===== src/sv/pert_pkg.sv =====
// shared types and constants of the priority event rule table
`timescale 1ns / 1ps
package pert_pkg;
	localparam int MAX_RULES = 16;
	localparam int MAX_ACTIONS = 4;
	localparam int OUT_LIMIT = 64;
	localparam int IDX_W = $clog2(MAX_RULES);
	localparam int TOT_W = $clog2(MAX_RULES + 1);
	localparam int ACT_W = $clog2(MAX_ACTIONS);
	localparam int OUT_W = $clog2(OUT_LIMIT + 1);

	localparam logic [2:0] OP_CLEAR = 3'd0;
	localparam logic [2:0] OP_ADD = 3'd1;
	localparam logic [2:0] OP_REMOVE = 3'd2;
	localparam logic [2:0] OP_ENABLE = 3'd3;
	localparam logic [2:0] OP_FIRE = 3'd4;
	localparam logic [2:0] OP_EVAL = 3'd5;

	localparam logic [1:0] ST_OK = 2'd0;
	localparam logic [1:0] ST_FULL = 2'd1;
	localparam logic [1:0] ST_NOT_FOUND = 2'd2;

	typedef struct packed {
		logic [2:0] op;
		logic [3:0] rule_index;
		logic [3:0] trigger_code;
		logic [19:0] limit_mm;
		logic [7:0] rule_priority;
		logic enable_flag;
		logic [2:0] act_num;
		logic [31:0] actions;
		logic [19:0] range_mm;
	} item_t;

	// controller to datapath
	typedef struct packed {
		logic load;      // capture input word
		logic scan_clr;  // restart scan pointer and best tracking
		logic scan_step; // examine rule at scan pointer
		logic shift;     // move rule at ptr+1 down to ptr
		logic append;    // write new rule at end
		logic set_en;    // write enable of addressed rule
		logic dec;       // drop rule count by one
		logic clear;     // empty table
		logic emit_load; // start emission of rule at emit index
		logic emit_step; // one action taken into the holding register
		logic disarm;    // disable rule at scan pointer
	} cmd_t;

	// datapath to controller
	typedef struct packed {
		logic [2:0] op;
		logic full;
		logic idx_bad;
		logic scan_done;
		logic shift_done;
		logic hit;         // eval: rule at pointer qualifies
		logic found;       // fire: a winner exists
		logic act_left;    // actions remain in the current rule
		logic out_full;    // emission limit reached
		logic any_out;     // holding register carries an action
	} stat_t;
endpackage


===== src/sv/pert_datapath.sv =====
// rule storage, scan pointer, best tracking and action emission
`timescale 1ns / 1ps
module pert_datapath (
	input  logic clk,
	input  logic arst_n,
	input  pert_pkg::item_t item,
	input  logic [3:0] dist_code,
	input  pert_pkg::cmd_t cmd,
	output pert_pkg::stat_t stat,
	output logic [7:0] action_code,
	output logic [4:0] rules_in_use
);
	import pert_pkg::*;

	logic [3:0] trig_q [MAX_RULES];
	logic [19:0] thr_q [MAX_RULES];
	logic [7:0] prio_q [MAX_RULES];
	logic en_q [MAX_RULES];
	logic [2:0] cnt_q [MAX_RULES];
	logic [31:0] act_q [MAX_RULES];
	logic [TOT_W-1:0] total_q;
	item_t it_q;
	logic [TOT_W-1:0] ptr_q;
	logic [7:0] top_prio_q;
	logic [IDX_W-1:0] best_q;
	logic found_q;
	logic [IDX_W-1:0] emit_idx_q;
	logic [2:0] act_pos_q;
	logic [2:0] act_cnt_q;
	logic [OUT_W-1:0] nout_q;
	logic [7:0] held_q;
	logic held_v_q;

	logic [IDX_W-1:0] pidx, pnext;
	logic [2:0] cnt_sat;
	logic match_trig, match_dist;
	logic [7:0] cur_act;

	assign pidx = ptr_q[IDX_W-1:0];
	assign pnext = pidx + 1'b1;
	assign cnt_sat = (it_q.act_num > 3'(MAX_ACTIONS)) ? 3'(MAX_ACTIONS)
		: it_q.act_num;
	assign match_trig = en_q[pidx] && trig_q[pidx] == it_q.trigger_code
		&& prio_q[pidx] > top_prio_q;
	assign match_dist = en_q[pidx] && trig_q[pidx] == dist_code
		&& it_q.range_mm <= thr_q[pidx];
	assign cur_act = act_q[emit_idx_q][8*act_pos_q[ACT_W-1:0] +: 8];

	// status toward the controller
	always_comb begin
		stat.op = it_q.op;
		stat.full = total_q >= TOT_W'(MAX_RULES);
		stat.idx_bad = {1'b0, it_q.rule_index} >= 5'(total_q);
		stat.scan_done = ptr_q >= total_q;
		stat.shift_done = (5'(ptr_q) + 5'd1) >= 5'(total_q);
		stat.hit = match_dist;
		stat.found = found_q;
		stat.act_left = act_pos_q < act_cnt_q;
		stat.out_full = nout_q >= OUT_W'(OUT_LIMIT);
		stat.any_out = held_v_q;
	end

	assign action_code = held_q;
	assign rules_in_use = 5'(total_q);

	// rule storage
	always_ff @(posedge clk) begin
		if (cmd.load) it_q <= item;
		if (cmd.append) begin
			trig_q[total_q[IDX_W-1:0]] <= it_q.trigger_code;
			thr_q[total_q[IDX_W-1:0]] <= it_q.limit_mm;
			prio_q[total_q[IDX_W-1:0]] <= it_q.rule_priority;
			en_q[total_q[IDX_W-1:0]] <= it_q.enable_flag;
			cnt_q[total_q[IDX_W-1:0]] <= cnt_sat;
			act_q[total_q[IDX_W-1:0]] <= it_q.actions;
		end
		if (cmd.shift) begin
			trig_q[pidx] <= trig_q[pnext];
			thr_q[pidx] <= thr_q[pnext];
			prio_q[pidx] <= prio_q[pnext];
			en_q[pidx] <= en_q[pnext];
			cnt_q[pidx] <= cnt_q[pnext];
			act_q[pidx] <= act_q[pnext];
		end
		if (cmd.set_en) en_q[it_q.rule_index[IDX_W-1:0]] <= it_q.enable_flag;
		if (cmd.disarm) en_q[pidx] <= 1'b0;
	end

	// count, pointer, best and emission registers
	always_ff @(posedge clk or negedge arst_n) begin
		if (!arst_n) begin
			total_q <= '0;
			ptr_q <= '0;
			top_prio_q <= '0;
			best_q <= '0;
			found_q <= 1'b0;
			emit_idx_q <= '0;
			act_pos_q <= '0;
			act_cnt_q <= '0;
			nout_q <= '0;
			held_q <= '0;
			held_v_q <= 1'b0;
		end else begin
			if (cmd.clear) total_q <= '0;
			if (cmd.append) total_q <= total_q + 1'b1;
			if (cmd.dec) total_q <= total_q - 1'b1;
			if (cmd.load) begin
				nout_q <= '0;
				held_v_q <= 1'b0;
			end
			if (cmd.scan_clr) begin
				ptr_q <= (it_q.op == OP_REMOVE) ? TOT_W'(it_q.rule_index) : '0;
				top_prio_q <= '0;
				found_q <= 1'b0;
			end
			if (cmd.scan_step) begin
				if (match_trig && it_q.op == OP_FIRE) begin
					top_prio_q <= prio_q[pidx];
					best_q <= pidx;
					found_q <= 1'b1;
				end
			end
			if (cmd.scan_step || cmd.shift) ptr_q <= ptr_q + 1'b1;
			if (cmd.emit_load) begin
				emit_idx_q <= (it_q.op == OP_FIRE) ? best_q : pidx;
				act_pos_q <= '0;
				act_cnt_q <= (it_q.op == OP_FIRE) ? cnt_q[best_q] : cnt_q[pidx];
			end
			// next action goes into the holding register
			if (cmd.emit_step) begin
				act_pos_q <= act_pos_q + 1'b1;
				nout_q <= nout_q + 1'b1;
				held_q <= cur_act;
				held_v_q <= 1'b1;
			end
		end
	end
endmodule


===== src/sv/pert_ctrl.sv =====
// sequencer of table operations and result handshake
`timescale 1ns / 1ps
module pert_ctrl (
	input  logic clk,
	input  logic arst_n,
	input  logic in_valid,
	output logic in_ready,
	output logic out_valid,
	input  logic out_ready,
	output logic out_has,
	output logic out_last,
	output logic [1:0] out_status,
	input  pert_pkg::stat_t stat,
	output pert_pkg::cmd_t cmd
);
	import pert_pkg::*;

	typedef enum logic [2:0] {
		S_IDLE, S_DECODE, S_SCAN, S_SHIFT, S_EMIT, S_DONE
	} state_t;

	state_t state_q;
	logic [1:0] status_q;
	logic out_pend;

	assign in_ready = state_q == S_IDLE;
	assign out_status = (state_q == S_DONE) ? status_q : ST_OK;
	// a new action is ready; the held one goes out first when there is one
	assign out_pend = state_q == S_EMIT && stat.act_left && !stat.out_full;
	assign out_valid = (out_pend && stat.any_out) || state_q == S_DONE;
	assign out_has = stat.any_out && (state_q == S_EMIT || state_q == S_DONE);
	// the held action flushed at the end is the last word of the item
	assign out_last = state_q == S_DONE;

	// command decode
	always_comb begin
		cmd = '0;
		cmd.load = in_valid && state_q == S_IDLE;
		case (state_q)
			S_DECODE: begin
				cmd.scan_clr = 1'b1;
				case (stat.op)
					OP_CLEAR: cmd.clear = 1'b1;
					OP_ADD: cmd.append = !stat.full;
					OP_ENABLE: cmd.set_en = !stat.idx_bad;
					default: ;
				endcase
			end
			S_SCAN: begin
				if (!stat.scan_done) begin
					cmd.scan_step = 1'b1;
					if (stat.op == OP_EVAL && stat.hit) begin
						cmd.disarm = 1'b1;
						cmd.emit_load = 1'b1;
						cmd.scan_step = 1'b0;
					end
				end else if (stat.op == OP_FIRE && stat.found) begin
					cmd.emit_load = 1'b1;
				end
			end
			S_SHIFT: begin
				if (stat.shift_done) cmd.dec = 1'b1;
				else cmd.shift = 1'b1;
			end
			S_EMIT: cmd.emit_step = out_pend && (!stat.any_out || out_ready);
			default: ;
		endcase
	end

	// state register
	always_ff @(posedge clk or negedge arst_n) begin
		if (!arst_n) begin
			state_q <= S_IDLE;
			status_q <= ST_OK;
		end else begin
			case (state_q)
				S_IDLE: if (in_valid) state_q <= S_DECODE;
				S_DECODE: begin
					status_q <= ST_OK;
					case (stat.op)
						OP_ADD: begin
							if (stat.full) status_q <= ST_FULL;
							state_q <= S_DONE;
						end
						OP_REMOVE: begin
							if (stat.idx_bad) begin
								status_q <= ST_NOT_FOUND;
								state_q <= S_DONE;
							end else state_q <= S_SHIFT;
						end
						OP_ENABLE: begin
							if (stat.idx_bad) status_q <= ST_NOT_FOUND;
							state_q <= S_DONE;
						end
						OP_FIRE, OP_EVAL: state_q <= S_SCAN;
						default: state_q <= S_DONE;
					endcase
				end
				S_SCAN: begin
					if (cmd.emit_load) state_q <= S_EMIT;
					else if (stat.scan_done) state_q <= S_DONE;
				end
				S_SHIFT: if (stat.shift_done) state_q <= S_DONE;
				S_EMIT: begin
					if (!(stat.act_left && !stat.out_full)) begin
						// fire ends after its rule; eval resumes the scan at this rule, now disarmed
						state_q <= (stat.op == OP_FIRE) ? S_DONE : S_SCAN;
					end
				end
				S_DONE: if (out_ready) state_q <= S_IDLE;
				default: state_q <= S_IDLE;
			endcase
		end
	end
endmodule


===== src/sv/priority_event_rule_table.sv =====
// top level of the priority event rule table
`timescale 1ns / 1ps
// Ordered table of up to 16 event rules driven by op words on the input stream.
// Clear, add, remove and set enable return one word (has_action 0, last 1,
// status and rule count). Fire and evaluate return one word per emitted action
// with last on the final one, or a single word with has_action 0 when nothing
// is emitted; each action waits in a holding register until the next one is
// known, so last is set on the right word. Remove moves each later rule down
// by one place and then drops the count; fire and evaluate scan the table at
// one rule per cycle, and an evaluate scan pauses while a matching rule emits
// its actions. The next word is accepted only after the last result word
// of the current one has been taken.
module priority_event_rule_table (
	input  logic clk,
	input  logic arst_n,
	// tdata: op[2:0] rule_index[6:3] trigger_code[10:7] limit_mm[30:11]
	// rule_priority[38:31] enable_flag[39] act_num[42:40] action_a[50:43]
	// action_b[58:51] action_c[66:59] action_d[74:67] range_mm[94:75]
	input  logic s_tvalid,
	output logic s_tready,
	input  logic [95:0] s_tdata,
	// tdata: status[1:0] action_code[9:2] rules_in_use[14:10]; tuser: has_action
	output logic m_tvalid,
	input  logic m_tready,
	output logic [15:0] m_tdata,
	output logic m_tuser,
	output logic m_tlast,
	input  logic psel,
	input  logic penable,
	input  logic pwrite,
	input  logic [0:0] paddr,
	input  logic [31:0] pwdata,
	output logic [31:0] prdata,
	output logic pready
);
	import pert_pkg::*;

	item_t item;
	cmd_t cmd;
	stat_t stat;
	logic [3:0] dist_code_q;
	logic [7:0] code;
	logic [4:0] total;
	logic has, lst;
	logic [1:0] status;

	assign item.op = s_tdata[2:0];
	assign item.rule_index = s_tdata[6:3];
	assign item.trigger_code = s_tdata[10:7];
	assign item.limit_mm = s_tdata[30:11];
	assign item.rule_priority = s_tdata[38:31];
	assign item.enable_flag = s_tdata[39];
	assign item.act_num = s_tdata[42:40];
	assign item.actions = s_tdata[74:43];
	assign item.range_mm = s_tdata[94:75];

	// configuration register
	assign pready = 1'b1;
	assign prdata = (paddr == 1'b0) ? {28'd0, dist_code_q} : 32'd0;
	always_ff @(posedge clk or negedge arst_n) begin
		if (!arst_n) dist_code_q <= 4'd3;
		else if (psel && penable && pwrite && paddr == 1'b0) dist_code_q <= pwdata[3:0];
	end

	pert_ctrl u_ctrl (
		.clk(clk), .arst_n(arst_n), .in_valid(s_tvalid), .in_ready(s_tready),
		.out_valid(m_tvalid), .out_ready(m_tready), .out_has(has), .out_last(lst),
		.out_status(status), .stat(stat), .cmd(cmd)
	);

	pert_datapath u_dp (
		.clk(clk), .arst_n(arst_n), .item(item), .dist_code(dist_code_q),
		.cmd(cmd), .stat(stat), .action_code(code), .rules_in_use(total)
	);

	assign m_tuser = has;
	assign m_tlast = lst;
	assign m_tdata = {1'b0, total, has ? code : 8'd0, status};
endmodule


===== config.mk =====
export PLATFORM = sky130hd
export DESIGN_NAME = priority_event_rule_table
export DESIGN_NICKNAME = d
export VERILOG_FILES = /design/src/sv/pert_pkg.sv /design/src/sv/pert_datapath.sv /design/src/sv/pert_ctrl.sv /design/src/sv/priority_event_rule_table.sv
export SDC_FILE = /design/constraint.sdc
export NUM_CORES = 2
export LEC_CHECK = 0
export ABC_AREA = 1
export BUFFER_PORTS_ARGS = -buffer_cell sky130_fd_sc_hd__buf_4
export CAP_MARGIN = 40
export CORE_UTILIZATION = 35
export DETAILED_ROUTE_END_ITERATION = 16
export SYNTH_ARGS = -nofsm -noshare
export SYNTH_HDL_FRONTEND = slang
export SYNTH_SLANG_ARGS = --single-unit

===== constraint.sdc =====
create_clock -name clk -period 11 [get_ports clk]
set_input_delay 1.1 -clock clk [delete_from_list [all_inputs] [get_ports clk]]
set_output_delay 1.1 -clock clk [all_outputs]
set_load 0.01 [all_outputs]

==> out/qor.csv <==
metric,value,unit
Routed WL,193000,um
P_leak,23.3,nW
crit share post-route,62.6,%
WL per Instance,23.2,um
largest fanout on the critical path,77,
crit-path max cell delay,0.81,ns
total CTS buffers,135,
yosys warns,0,
drt drc,0,
final instance area,68100,sq um
DR pass1 iterations,6,
Final Util,39.6,%
crit path cell chain,nand3_1 > xor2_4 > inv_4 > ha_1 > o21ai_0 > nand2_1 > a21oi_1 > nand2_1 > inv_6 > o21ai_0 > inv_1 > nand2_1 > nor2_4 > buf_4 > buf_4,
Synth Cell Area,60600,sq um
post-CTS sizing,0,
CP most frequent cell,nand2_1,
Die W,418,um
Final GP Congestion,0.831,
Die Y,418,um
Clock Latency Late Sink,0.78,ns
Slew Limit Fails,0,
Max-cap violations,0,
post-detail-place hpwl,100000,um
root buffer cell,clkbuf_16,
DP Area,63900,sq um
Power Density,251,nW/um^2
Worst setup SP type,flop,
"CTS clk-pin slew, worst paths",0.06,ns
total power,17.1,mW
Setup Viol. Count Final,0,
Post-synth EDFFs,1183,
Initial Util,35.3,%
Crit path max-delay family,buffers and inverters,
hold slack,0.269,ns
final hold vios,0,
"Async S/R FF share, synth",4.67,%
layout cells sized above 1,8.13,%
CP Data Required Time,11.40,ns
worst min path class,in -> async,
Syn-to-layout area delta,12.3,%
R2R Path Start,u_dp.ptr_q[0]$_DFFE_PN0P_,
Post-Synthesis Cells,6025,
ys flop type,edfxtp_1,
vias after detailed routing,48600,
Final #Nets,6098,
fmax,145,MHz
number of global-route vias before repair,46100,
top routing layer used,met5,
n_diodes,0,
CP endpoint kind,flop,
"FF+latch count, synth",1241,
"Max stage delay cell, worst path",nor2_4,
CP bufs+invs,5,
area occupied by multi-input gates,20200,sq um
reg2reg end,u_dp.act_q[11][27]$_DFFE_PP_,
Worst R2R Path Depth,15,
Die Area,175000,sq um
cell row count,152,
Ports,189,
RSZ-0062 raised after global routing,no,
R2R setup slack,4.12,ns
"Arr. time, crit path",7.28,ns
Sum Neg Setup Slack,0,ns
top-area cell type share of the netlist area,58.6,%
wire length on met2,90600,um
largest net degree at the start of global routing,241,
register area,37000,sq um
CTS max path bufs,3,
1st-iter DRT viols,5629,
Core Box Area,172000,sq um
vias per cell,5.84,
M1 wire length,77300,um
worst rel slew slack,26.4,%
first-pass GRT wire length,284000,um
Overflow after GRT,0,
initial antenna violation count,1,
worst-margin pin slew,1.10,ns
fillers,16300,
TritonCTS clock tree,yes,
met3 routed WL,18600,um
"area leader, netlist",edfxtp_1,
clock skew,0.0255,ns
WP depth,15,
post-synthesis average cell area,10.1,sq um
Tot GR Track Use,21.4,%
fin crit period,6.88,ns
Max VDD drop,0.401,mV
critical path class,reg -> reg,
IO Port Bufs,129,
htree depth,4,
CTS Hold Bufs,0,
top post-synthesis cells by area,"edfxtp_1 (59%), o21ai_0 (9.1%), nand3_1 (5.1%)",
sequential area share after synthesis,61.0,%
postcts setup bufs,0,
Cell variety after synth,49,
clk sinks,1241,
status,completed,
Post-DRT Antenna Nets,0,
-- metal layers --
layer / up-vias / track usage, %
met3: 487 / 2.96
met5: - / 0
met4: 2 / 8.88
met1: 23700 / 28.5
li1: 21700 / -
met2: 2744 / 35.1
-- through the flow --
step | setup slack [ns] | std cells
floorplan | 4.57 | 6053
global placement | 4.23 | 8061
detailed placement | 4.28 | 8085
CTS | 4.24 | 8324
global route | 3.88 | 8324
finish | 4.12 | 8324
-- state kept, by name, indices dropped and copies added, names as in the netlist, 8 cells and up --
register / flops
u_dp.act_q: 512
u_dp.action_code: 8
u_dp.cnt_q: 48
u_dp.en_q: 16
u_dp.it_q: 92
u_dp.prio_q: 128
u_dp.thr_q: 320
u_dp.top_prio_q: 8
u_dp.trig_q: 64
-- placed cells by master, fill, tap and decap left out, types with 4 or more instances in the layout --
cell | netlist | layout
inv_2 | 8 | 7
xor2_1 | 11 | 9
dfrtp_1 | 56 | 48
o21ai_1 | 4 | 4
ha_1 | 50 | 49
o211ai_1 | 117 | 117
nand3_1 | 618 | 618
edfxtp_1 | 1183 | 1183
nor3_1 | 9 | 9
o21a_1 | 63 | 63
a21oi_1 | 469 | 469
nand4_1 | 16 | 16
inv_6 | 0 | 18
buf_12 | 0 | 18
buf_4 | 31 | 199
nor2_1 | 693 | 677
conb_1 | 2 | 30
inv_1 | 402 | 393
o22ai_1 | 136 | 136
a22oi_1 | 9 | 9
nand3_2 | 7 | 7
o21ai_0 | 1101 | 1101
clkbuf_1 | 336 | 37
a31oi_1 | 9 | 9
dfrtp_4 | 0 | 5
buf_16 | 0 | 16
nand2_1 | 350 | 350
clkinv_1 | 2 | 20
o221ai_1 | 159 | 159
bufinv_16 | 0 | 8
clkbuf_16 | 0 | 136
nor2_4 | 3 | 19
clkinv_2 | 0 | 23
a221oi_1 | 6 | 6
-- synth_stat cells, drive strengths merged, types with 6 or more instances --
| cell | n |
|---|---|
| o21a | 63 |
| inv | 410 |
| dfrtp | 56 |
| edfxtp | 1183 |
| a22oi | 9 |
| nor2 | 697 |
| o22ai | 136 |
| nand4 | 16 |
| buf | 175 |
| a31oi | 9 |
| nand3 | 626 |
| nor3 | 10 |
| ha | 50 |
| nand2 | 355 |
| o21ai | 1105 |
| xor2 | 11 |
| a21oi | 472 |
| o211ai | 117 |
| clkbuf | 337 |
| a221oi | 6 |
| o221ai | 159 |
-- kinds of logic after synthesis --
group	count (synthesis)	synth area share (%)
compound gates	2087	19.4
buf+inv	924	6.17
other cells	2	0.0124
simple gates	1709	12.2
flops	1241	61.0
fa+ha+maj	50	1.03
xor+xnor	12	0.173
-- report_power, final --
part	leakage [nW]	switching [mW]	internal [mW]	total, mW
combinational	9.90	4.79	1.88	6.67
sequential	11.4	0.173	5.87	6.04
clock	2.02	1.88	2.48	4.35
-- cell type report --
class / count / area share, %
clock buffers: 174 / 5.22
clock inverters: 65 / 0.844
inverters: 412 / 2.33
multi-input cells: 3888 / 29.6
flip-flops and latches: 1241 / 54.4
well taps: 2310 / 4.25
repair buffers: 234 / 3.39
-- worst max-delay path by stage --
stage                              start                      endpoint  slack [ns]
5_1_grt        u_dp.ptr_q[0]$_DFFE_PN0P_  u_dp.act_q[11][13]$_DFFE_PP_        3.88
2_1_floorplan  u_dp.ptr_q[0]$_DFFE_PN0P_   u_dp.act_q[13][0]$_DFFE_PP_        4.57
3_5_place_dp   u_dp.ptr_q[0]$_DFFE_PN0P_  u_dp.act_q[11][27]$_DFFE_PP_        4.28
4_1_cts        u_dp.ptr_q[0]$_DFFE_PN0P_  u_dp.act_q[11][27]$_DFFE_PP_        4.24
3_3_place_gp   u_dp.ptr_q[0]$_DFFE_PN0P_  u_dp.act_q[11][17]$_DFFE_PP_        4.23
6_report       u_dp.ptr_q[0]$_DFFE_PN0P_  u_dp.act_q[11][27]$_DFFE_PP_        4.12
Note: power is estimated with default switching activity, not from simulation.
